==> src/design/class_file_constant_pool_parser_top_assert.svh <==
// assertion macros shared by the parser modules
`ifndef CLASS_FILE_CONSTANT_POOL_PARSER_TOP_ASSERT_SVH
`define CLASS_FILE_CONSTANT_POOL_PARSER_TOP_ASSERT_SVH

// same-cycle implication
`define CFCP_ASSERT_NOW(label, ante, cons, msg) \
    label: assert property (@(posedge clk) disable iff (!rst_n) (ante) |-> (cons)) \
        else $error(msg);

// next-cycle implication
`define CFCP_ASSERT_NEXT(label, ante, cons, msg) \
    label: assert property (@(posedge clk) disable iff (!rst_n) (ante) |=> (cons)) \
        else $error(msg);

`endif

==> src/design/cfcp_pkg.sv <==
package cfcp_pkg;

    localparam int unsigned POOL_ENTRIES_DEFAULT = 4096;
    localparam logic [31:0] MAGIC_WORD = 32'hCAFEBABE;

    // result kinds
    localparam logic [2:0] KIND_TEXT_HDR  = 3'd0;
    localparam logic [2:0] KIND_TEXT_BYTE = 3'd1;
    localparam logic [2:0] KIND_CLASS     = 3'd2;
    localparam logic [2:0] KIND_NAMETYPE  = 3'd3;
    localparam logic [2:0] KIND_THIS      = 3'd4;
    localparam logic [2:0] KIND_ERROR     = 3'd5;

    // error codes
    localparam logic [2:0] ERR_BAD_TAG   = 3'd0;
    localparam logic [2:0] ERR_RANGE     = 3'd1;
    localparam logic [2:0] ERR_TRUNC     = 3'd2;
    localparam logic [2:0] ERR_NOT_CLASS = 3'd3;
    localparam logic [2:0] ERR_TOO_BIG   = 3'd4;

    // pool tags
    localparam logic [7:0] TAG_UTF8      = 8'd1;
    localparam logic [7:0] TAG_INTEGER   = 8'd3;
    localparam logic [7:0] TAG_FLOAT     = 8'd4;
    localparam logic [7:0] TAG_LONG      = 8'd5;
    localparam logic [7:0] TAG_DOUBLE    = 8'd6;
    localparam logic [7:0] TAG_CLASS     = 8'd7;
    localparam logic [7:0] TAG_STRING    = 8'd8;
    localparam logic [7:0] TAG_FIELDREF  = 8'd9;
    localparam logic [7:0] TAG_METHODREF = 8'd10;
    localparam logic [7:0] TAG_IFACEREF  = 8'd11;
    localparam logic [7:0] TAG_NAMETYPE  = 8'd12;

    typedef enum logic [2:0] {
        TC_TEXT,
        TC_SKIP2,
        TC_SKIP4,
        TC_SKIP8,
        TC_CLASS,
        TC_NAMETYPE,
        TC_BAD
    } tag_class_t;

    typedef enum logic [3:0] {
        PH_HUNT,
        PH_VERSION,
        PH_COUNT,
        PH_TAG,
        PH_SKIP,
        PH_TEXT_LEN,
        PH_TEXT_BYTES,
        PH_CLASS,
        PH_NAMETYPE,
        PH_FLAGS,
        PH_THIS,
        PH_LOOKUP
    } phase_t;

    // one classified stream byte
    typedef struct packed {
        logic [7:0] data;
        logic       end_mark;
        tag_class_t tag_class;
    } item_t;

endpackage

==> src/design/cfcp_front.sv <==
module cfcp_front
    import cfcp_pkg::*;
(
    input  logic       clk,
    input  logic       rst_n,
    input  logic       in_valid,
    output logic       in_ready,
    input  logic [7:0] data_byte,
    input  logic       end_mark,
    output logic       q_valid,
    input  logic       q_ready,
    output item_t      q_item
);

    `include "class_file_constant_pool_parser_top_assert.svh"

    localparam int QUEUE_DEPTH = 2;

    item_t      slot_reg [QUEUE_DEPTH];
    logic       wr_ptr_reg, wr_ptr_next;
    logic       rd_ptr_reg, rd_ptr_next;
    logic [1:0] count_reg, count_next;
    item_t      new_item;
    logic       push, pop;

    // tag classification of the incoming byte
    always_comb
    begin
        new_item.data     = data_byte;
        new_item.end_mark = end_mark;
        unique case (data_byte) inside
            TAG_UTF8:                               new_item.tag_class = TC_TEXT;
            TAG_STRING:                             new_item.tag_class = TC_SKIP2;
            TAG_INTEGER, TAG_FLOAT, TAG_FIELDREF,
            TAG_METHODREF, TAG_IFACEREF:            new_item.tag_class = TC_SKIP4;
            TAG_LONG, TAG_DOUBLE:                   new_item.tag_class = TC_SKIP8;
            TAG_CLASS:                              new_item.tag_class = TC_CLASS;
            TAG_NAMETYPE:                           new_item.tag_class = TC_NAMETYPE;
            default:                                new_item.tag_class = TC_BAD;
        endcase
    end

    // queue handshake
    assign in_ready = (count_reg != 2'(QUEUE_DEPTH));
    assign push     = in_valid && in_ready;
    assign q_valid  = (count_reg != 2'd0);
    assign pop      = q_valid && q_ready;
    assign q_item   = slot_reg[rd_ptr_reg];

    always_comb
    begin
        wr_ptr_next = push ? ~wr_ptr_reg : wr_ptr_reg;
        rd_ptr_next = pop ? ~rd_ptr_reg : rd_ptr_reg;
        count_next  = count_reg + 2'(push) - 2'(pop);
    end

    always_ff @(posedge clk or negedge rst_n)
    begin
        if (!rst_n)
        begin
            wr_ptr_reg <= 1'b0;
            rd_ptr_reg <= 1'b0;
            count_reg  <= 2'd0;
        end
        else
        begin
            wr_ptr_reg <= wr_ptr_next;
            rd_ptr_reg <= rd_ptr_next;
            count_reg  <= count_next;
        end
    end

    // queue storage
    always_ff @(posedge clk)
    begin
        if (push)
        begin
            slot_reg[wr_ptr_reg] <= new_item;
        end
    end

    `CFCP_ASSERT_NOW(a_count_bound, 1'b1, count_reg <= 2'(QUEUE_DEPTH), "queue overfilled")
    `CFCP_ASSERT_NEXT(a_push_lands, push && !pop, count_reg == $past(count_reg) + 2'd1,
        "push lost")
    `CFCP_ASSERT_NOW(a_ptr_match, count_reg == 2'd0 || count_reg == 2'd2,
        wr_ptr_reg == rd_ptr_reg, "queue pointers out of step")

endmodule

==> config.mk <==
export PLATFORM = sky130hd
export DESIGN_NAME = cfcp_front
export DESIGN_NICKNAME = d
export VERILOG_FILES = /design/src/design/cfcp_pkg.sv /design/src/design/cfcp_front.sv
export VERILOG_INCLUDE_DIRS = /design/src /design/src/design
export SDC_FILE = /design/constraint.sdc
export NUM_CORES = 1
export LEC_CHECK = 0
export ABC_AREA = 1
export BUFFER_PORTS_ARGS = -buffer_cell sky130_fd_sc_hd__clkbuf_2
export CORE_MARGIN = 3
export CORE_UTILIZATION = 40
export CTS_BUF_LIST = sky130_fd_sc_hd__clkbuf_4 sky130_fd_sc_hd__clkbuf_8 sky130_fd_sc_hd__clkbuf_16
export DETAILED_ROUTE_END_ITERATION = 16
export HOLD_SLACK_MARGIN = 0.03
export SLEW_MARGIN = 5
export SYNTH_ARGS = -nofsm -noshare
export SYNTH_HDL_FRONTEND = slang
export SYNTH_SLANG_ARGS = --single-unit
==> constraint.sdc <==
create_clock -name clk -period 2.35 [get_ports clk]
set_clock_uncertainty 0.15 [all_clocks]
set_input_delay 0.47 -clock clk [delete_from_list [all_inputs] [get_ports clk]]
set_output_delay 0.47 -clock clk [all_outputs]
set_load 0.05 [all_outputs]
# ---- Yosys cells after proc, flatten, opt, wreduce, memory -nomap -nowiden
# Memories as Yosys holds them, arrays and structs flattened.
# Index checks and enable logic that the tools add are counted.
dict set report totals {
  mem_bits_rw 24
  inputBits 13
  ff_bits 4
  mem_count 1
  word_cells 28
  out_inout_bits 14
}
dict set report op_classes {
  n_eq_ne 12
  add_sub_neg 2
  n_reduce_logical 5
  bitwise_logic 2
  n_mux 3
}
# memory depth width read_ports rd_ports_with_merged_regs write_ports line
set memory_table {}
lappend memory_table {slot_reg 2 12 1 0 1 cfcp_front.sv:19} ;# item_t slot_reg [QUEUE_DEPTH];
# cell n
set ops {}
lappend ops {{8-bit by 4-bit == test with 1-bit output, second input constant} 5}
lappend ops {{8-bit by 3-bit == test with 1-bit output, second input constant} 4}
lappend ops {{3-bit case mux with 6 select lines} 1}
lappend ops {{8-bit by 1-bit == test with 1-bit output, second input constant} 1}
lappend ops {{8-bit by 2-bit == test with 1-bit output, second input constant} 1}
lappend ops {{5-bit OR reduction} 1}
lappend ops {{2-bit by 1-bit adder with 2-bit output} 1}
lappend ops {{1-bit logical AND} 2}
lappend ops {{1-bit 2-to-1 mux} 2}
lappend ops {{2-bit != test, second input constant} 1}
lappend ops {{1-bit NOT} 2}
lappend ops {{2-bit nonzero test} 1}
lappend ops {{2-bit OR reduction} 1}
lappend ops {{2-bit by 1-bit subtractor with 2-bit output} 1}

# ---- Logic depth before layout (Yosys ltp)
# Gate-level depths: netlist of the first run.
dict set report depth {
  depth_word 4
  ltp_mapped 8
  mapped_depth_nobuf 8
}

# ---- Least setup slack after synthesis of the first run
# OpenSTA, ideal clock, no wires.
dict set report synth_timing {
  kind {register to register}
  startpoint {register count_reg[1]}
  endpoint {memory slot_reg[1][0] (netlist bit) (enable)}
  path_buffers 0
  period_less_slack_ns 2.052
  required_time_ns 1.818
  arrival_ns 1.520
  slack_ns 0.298
  setup_ns 0.382
  path_stages_with_launch 4
  cell_sequence {dfrtp_1 > nand2_1 > nand2_1 > nor2_1}
}
dict set report synth_between {
  elab_chain_cells 4
}
# element line
set synth_lines {}
lappend synth_lines {{start, declared} cfcp_front.sv:22} ;# logic [1:0] count_reg, count_next;
lappend synth_lines {{start signal, assigned} cfcp_front.sv:69} ;# count_reg <= count_next;
lappend synth_lines {{2-bit != test} cfcp_front.sv:44} ;# assign in_ready = (count_reg != 2'(QUEUE_DEPTH));
lappend synth_lines {{named net in_ready} cfcp_front.sv:7} ;# output logic in_ready,
lappend synth_lines {{1-bit logical AND} cfcp_front.sv:45} ;# assign push = in_valid && in_ready;
lappend synth_lines {{1-bit 2-to-1 mux} cfcp_front.sv:76} ;# if (push)
lappend synth_lines {{1-bit 2-to-1 mux (not written as such)} cfcp_front.sv:78} ;# slot_reg[wr_ptr_reg] <= new_item;
lappend synth_lines {{end, declared} cfcp_front.sv:19}
# The timed path passes the listed nets, and every way through them passes these cells.

==> flow_metrics.py, run 1 <==
metrics = {
    "clock_tree": {
        "htree_num_levels": 1,
        "post_cts_buffers": 0,
        "postCtsResizedCells": 0,
        "path_clk_slew_ps": 140,
        "clockBufferDepth": 2,
        "cts_tree": "yes",
        "numCtsBuffers": 3,
        "clk_latency_ps": 310,
        "cts_sinks": 28,
        "cts-root-buf": "clkbuf_4",
    },
    "worst_setup_path": {
        "cp.arrival_ps": 1560,
        "critPathRequiredTime_ps": 1730,
        "cp_slowest_stage_delay_ps": 560,
        "crit_slowest_cell": "dfrtp_1",
        "cp-end-kind": "output port",
        "crit_type": "reg -> out",
        "path_common_cell": "nand2_1",
        "critPathLaunchType": "register",
        "path_max_fanout": 13,
        "crit_path_cell_trace": "inv_2 > nand2_1 > nand2_1 > clkbuf_2",
    },
    "sta": {
        "fin_crit_ps": 2180,
        "tns_ps": 0,
        "final_max_slew_viol_count": 0,
        "rsz0062_at_grt": "false",
        "tightest_slew_ps": 432,
        "relSlewSlack": 0.712,
        "fmax_ghz": 0.458,
        "hold_viol_final": 0,
        "hold_ws_ps": 186,
        "setup_viol": 0,
        "min_period_over_period": 0.930,
        "fin_ws_ps": 165,
    },
    "synth": {
        "synth_edf_count": 24,
        "syn_area_mm2": 0.00125,
        "async_flop_share": 0.143,
        "synth_top_area_share": 0.575,
        "yosys-top-cells-area": "edfxtp_1 57%, nand2_1 15%, dfrtp_1 8.0%",
        "synthFlopType": "edfxtp_1",
        "syn_inst": 121,
        "postSynthNetCount": 136,
        "synth.most_common_cell": "nand2_1",
        "yosysUniqueCellTypes": 19,
        "ys.warnings.count": 0,
        "yosysSeqAreaShare": 0.655,
        "yosysTopAreaCell": "edfxtp_1",
        "synth_area_per_cell_um2": 10.4,
        "synthTopCellsByCount": "49 x nand2_1, 24 x edfxtp_1, 9 x inv_1, 9 x nor2_1, 5 x nor2_2",
        "ys_ff_latch": 28,
    },
    "floorplanning": {
        "die_y_um": 62.0,
        "initial_utilization": 0.436,
        "core_region_area_mm2": 0.00288,
        "placementRows": 19,
        "ioPinCount": 27,
        "die_area_mm2": 0.00384,
        "fp.dieW_um": 62.0,
    },
    "run": {
        "maxCapViolCount": 0,
    },
    "worst_hold_path": {
        "hold_class": "in -> reg",
    },
    "pwr": {
        "p_leak_nw": 0.677,
        "ir_worst_vdd_mv": 0.502,
        "seq_power_share": 0.397,
        "powerDensity_mw_per_mm2": 1280,
        "p_clk_frac": 0.101,
        "p_int_mw": 0.960,
        "switching_power_mw": 0.936,
        "switching_share": 0.494,
        "combPwrFrac": 0.502,
    },
    "place": {
        "port_buffers": 26,
        "place.gp.congestion": 0.706,
        "pre_cts_ws_ps": 492,
        "hpwl_um": 1630,
        "dp.cells": 189,
    },
    "finish": {
        "utilization": 0.514,
        "largest_register_ffs": 24,
        "final_nets": 168,
        "syn_to_final_growth_pct": 17.9,
        "n_fill_cell": 282,
        "fin_cells": 194,
        "n_antenna_cell": 0,
        "drive_gt1_frac": 0.276,
    },
    "route": {
        "dr.pass1.iters": 4,
        "viasPerCell": 4.54,
        "drc_errors": 0,
        "routedWlPerCell_um": 11.3,
        "finalWirelength_um": 2190,
        "drtIter0Drc": 28,
        "ant_nets": 0,
        "vias": 881,
    },
    "global_routing": {
        "grt_max_degree": 16,
        "antenna_found_initial": 0,
        "grt_pass1_vias": 852,
        "track_usage": 0.126,
        "gr-total-overflow": 0,
        "grt_pass1_wl_um": 3530,
    },
    "status": {
        "status": "finished, final reports clean",
    },
}
==> critical path: cells and delay by family (launching register included) <==
family | cells | cell delay, ps
buffers and inverters | 2 | 540
DFF | 1 | 560
and+or+nand+nor | 2 | 140
==> repair_timing <==
item | 4_1_cts | 5_1_grt
endpoints found under the hold margin | 4 | 0
endpoints found under the setup margin | 0 | 0
hold buffers | 1 | 0
==> layout make-up <==
cell class,instances,area [um^2],share of cell area
clock buffers,3,22.5,0.0152
flip-flops and latches,28,821,0.555
well taps,42,52.6,0.0356
inverters,12,46.3,0.0313
repair buffers,29,155,0.105
multi-input cells,79,377,0.255
clock inverters,1,3.75,0.00254
==> power by group through the flow <==
stage | Combinational (mW) | Clock [mW] | Sequential, mW
floorplan | 0.771 | 0 | 0.730
global placement | 0.954 | 0 | 0.761
detailed placement | 0.970 | 0 | 0.765
CTS | 0.971 | 0.200 | 0.755
global route | 1.04 | 0.219 | 0.770
finish | 0.951 | 0.191 | 0.753
==> path summary, 6_finish.rpt <==
| check | to | slack [ps] | cells past startpoint | from |
|---|---|---|---|---|
| setup reg to reg | count_reg[1]$_DFF_PN0_ | 700 | 7 | count_reg[1]$_DFF_PN0_ |
| min in group asynchronous | wr_ptr_reg$_DFFE_PN0P_ | 330 | 2 | rst_n |
| setup / recovery | q_item[1] | 170 | 4 | rd_ptr_reg$_DFFE_PN0P_ |
| hold / removal | slot_reg[0][3]$_DFFE_PP_ | 190 | 1 | end_mark |
| hold reg to reg | count_reg[0]$_DFF_PN0_ | 400 | 1 | count_reg[0]$_DFF_PN0_ |
| max in group asynchronous | rd_ptr_reg$_DFFE_PN0P_ | 1590 | 2 | rst_n |
==> per-layer routing <==
metal	up-vias	global-route usage	routed length (um)
met1	415	0.152	962
li1	449	-	-
met3	2	0.0124	77
met2	15	0.228	1130
met5	-	0	0
met4	0	0.0545	21
==> placed cells by master (no fill, tap or decap), types with 3 or more instances in the layout <==
cell	synthesis	final
nand3_1	4	4
edfxtp_1	24	24
nand2_1	49	49
inv_1	9	9
nor2_2	5	5
clkbuf_2	0	26
clkbuf_4	0	3
nor2_1	9	9
dfrtp_1	4	4
==> kinds of logic (layout without fill, tap and decap cells) <==
kind of cell,count (synthesis),in the layout,share of synthesized area
compound gates,3,3,0.0120
xor+xnor,3,3,0.0210
fa+ha+maj,2,2,0.0200
buf+inv,14,45,0.0449
flops,28,28,0.655
simple gates,71,71,0.248
==> through the flow <==
stage / cell area, um^2 / power (mW)
2_1_floorplan: 1250 / 1.50
3_3_place_gp: 1440 / 1.71
3_5_place_dp: 1440 / 1.74
4_1_cts: 1480 / 1.93
5_1_grt: 1480 / 2.02
6_report: 1480 / 1.90
No activity file was read; power rests on OpenSTA's default activity.
==> run 2, diff against run 1 <==
--- a/config.mk
+++ b/config.mk
@@ -10,7 +10,7 @@
 export BUFFER_PORTS_ARGS = -buffer_cell sky130_fd_sc_hd__clkbuf_2
 export CORE_MARGIN = 3
 export CORE_UTILIZATION = 40
-export CTS_BUF_LIST = sky130_fd_sc_hd__clkbuf_4 sky130_fd_sc_hd__clkbuf_8 sky130_fd_sc_hd__clkbuf_16
+export CTS_BUF_LIST = sky130_fd_sc_hd__clkbuf_8
 export DETAILED_ROUTE_END_ITERATION = 16
 export HOLD_SLACK_MARGIN = 0.03
 export SLEW_MARGIN = 5
==> constraint.sdc (replaced) <==
create_clock -name clk -period 2.4 [get_ports clk]
set_clock_uncertainty 0.15 [all_clocks]
set_input_delay 0.48 -clock clk [delete_from_list [all_inputs] [get_ports clk]]
set_output_delay 0.48 -clock clk [all_outputs]
set_load 0.05 [all_outputs]
==> run 2 against run 1 <==
  * Final cell count unchanged
  * Hold slack improved by 68 ps
  * Design area increased by 1.3%
  * Power increased by 1.1%
  * Non-clock buffer count unchanged
  * Sequential share of layout area decreased by 0.70 points
  * Die area unchanged
  * Count of clock-buffer cells in the layout unchanged
  * Sequential power decreased by 2%
  * Combinational power decreased by 2%
  * Critical path type unchanged
  * Largest power group unchanged
==> flow_metrics.py, run 2 (synthesis gave the netlist of run 1 again) <==
metrics = {
    "worst_setup_path": {
        "path_buf_inv": 2,
        "crit_type": "reg -> out",
        "crit_slowest_cell": "dfrtp_1",
        "cp_slowest_stage_delay_ps": 550,
        "path_common_cell": "nand2_1",
        "crit_path_cell_trace": "inv_2 > nand2_1 > nand2_1 > clkbuf_2",
        "critPathRequiredTime_ps": 1770,
        "cp-end-kind": "output port",
        "cp.arrival_ps": 1520,
        "path_max_fanout": 13,
        "critPathLaunchType": "register",
        "cp_top_family": "flip-flops",
    },
    "pwr": {
        "switching_power_mw": 0.922,
        "ir_worst_vdd_mv": 0.488,
        "combPwrFrac": 0.487,
        "powerDensity_mw_per_mm2": 1280,
        "p_int_mw": 0.994,
        "seq_power_share": 0.385,
        "power.total_mw": 1.92,
        "switching_share": 0.481,
        "p_clk_frac": 0.127,
        "p_leak_nw": 0.685,
    },
    "floorplanning": {
        "placementRows": 19,
        "die_area_mm2": 0.00384,
        "die_y_um": 62.0,
        "ioPinCount": 27,
        "initial_utilization": 0.436,
        "core_region_area_mm2": 0.00288,
        "fp.dieW_um": 62.0,
    },
    "clock_tree": {
        "clockBufferDepth": 2,
        "clk_latency_ps": 260,
        "htree_num_levels": 1,
        "cts_tree": "yes",
        "cts_sinks": 28,
        "post_cts_buffers": 0,
        "path_clk_slew_ps": 90,
        "numCtsBuffers": 3,
        "cts-root-buf": "clkbuf_8",
    },
    "sta": {
        "hold_viol_final": 0,
        "fin_crit_ps": 2150,
        "setup_viol": 0,
        "tns_ps": 0,
        "tightest_slew_ps": 433,
        "min_period_over_period": 0.894,
        "relSlewSlack": 0.711,
        "fmax_ghz": 0.466,
        "final_max_slew_viol_count": 0,
        "fin_ws_ps": 254,
        "rsz0062_at_grt": "false",
    },
    "route": {
        "viasPerCell": 4.53,
        "drc_errors": 0,
        "drtIter0Drc": 26,
        "ant_nets": 0,
        "dr.pass1.iters": 4,
        "vias": 879,
        "routedWlPerCell_um": 11.3,
        "finalWirelength_um": 2200,
    },
    "global_routing": {
        "grt_pass1_vias": 843,
        "gr-total-overflow": 0,
        "track_usage": 0.127,
        "grt_pass1_wl_um": 3530,
        "grt_max_degree": 16,
        "busiest_layer": "met2",
        "met3_usage": 0.0186,
        "met2_usage": 0.229,
        "grt.met1_usage": 0.152,
        "antenna_found_initial": 0,
    },
    "worst_hold_path": {
        "hold_class": "in -> reg",
    },
    "place": {
        "place.gp.congestion": 0.706,
        "port_buffers": 26,
        "pre_cts_ws_ps": 532,
        "placed_area_mm2": 0.00144,
        "hpwl_um": 1630,
    },
    "finish": {
        "syn_to_final_growth_pct": 19.4,
        "final_cell_mix": "49 x nand2_1, 26 x clkbuf_2, 24 x edfxtp_1",
        "utilization": 0.520,
        "final_nets": 168,
        "layout_commonest_cell": "nand2_1",
        "n_antenna_cell": 0,
        "finish.instance_area_mm2": 0.00150,
        "drive_gt1_frac": 0.276,
        "largest_register_ffs": 24,
    },
    "run": {
        "maxCapViolCount": 0,
    },
    "status": {
        "status": "finished, final reports clean",
    },
}
## run 2: changes by cell type in the layout (fill, tap and decap cells not counted)
| cell | before | now |
|---|---|---|
| clkbuf_4 | 3 | 0 |
| clkbuf_8 | 0 | 3 |
## run 2: power groups by stage
| stage | Clock, mW | Combinational, mW | Sequential, mW |
|---|---|---|---|
| 2_1_floorplan | 0 | 0.755 | 0.715 |
| 3_3_place_gp | 0 | 0.934 | 0.746 |
| 3_5_place_dp | 0 | 0.950 | 0.750 |
| 4_1_cts | 0.255 | 0.953 | 0.740 |
| 5_1_grt | 0.272 | 1.01 | 0.755 |
| 6_report | 0.244 | 0.934 | 0.738 |
## run 2: layout make-up
type / count / area, um^2
fill: 281 / 1380
sequential: 28 / 821
multi-input combinational: 79 / 377
timing repair buffer: 29 / 155
tap: 42 / 52.6
inverter: 12 / 46.3
clock buffer: 3 / 41.3
clock inverter: 1 / 3.75
## run 2: worst reg2reg max path, delay by kind of cell (launching register included)
| family | cells | cell delay [ps] |
|---|---|---|
| adders and majority gates | 2 | 430 |
| DFF | 1 | 420 |
| and+or+nand+nor | 2 | 330 |
| xor gates and xnor gates | 1 | 120 |
| buffers and inverters | 2 | 80 |
## run 2: routing by layer
layer  vias up  routed length, um
li1        449                  -
met5         -                  0
met4         0                 27
met3         2                 75
met1       413                966
met2        15               1130
## run 2: per-stage QoR
step	hold WS (ps)	instances
final	254	194
after global routing	247	194
after CTS	248	194
after detailed placement	149	189
after global placement	146	189
after floorplan	34.4	121
## run 2: final timing paths
check                           slack (ps)  depth (start not counted)                  endpoint              startpoint
worst min-delay path                   250                          1  slot_reg[0][3]$_DFFE_PP_                end_mark
min in group asynchronous              410                          2    wr_ptr_reg$_DFFE_PN0P_                   rst_n
worst max register to register         760                          7    count_reg[1]$_DFF_PN0_  count_reg[1]$_DFF_PN0_
worst min register to register         390                          1    count_reg[0]$_DFF_PN0_  count_reg[0]$_DFF_PN0_
worst max-delay path                   250                          4                 q_item[1]  rd_ptr_reg$_DFFE_PN0P_
max in group asynchronous             1560                          2    rd_ptr_reg$_DFFE_PN0P_                   rst_n
## run 2: timing repair
| item | CTS | global route |
|---|---|---|
| resized for setup | 0 | 0 |
| hold buffers | 1 | 0 |
| hold endpoints to repair | 4 | 0 |
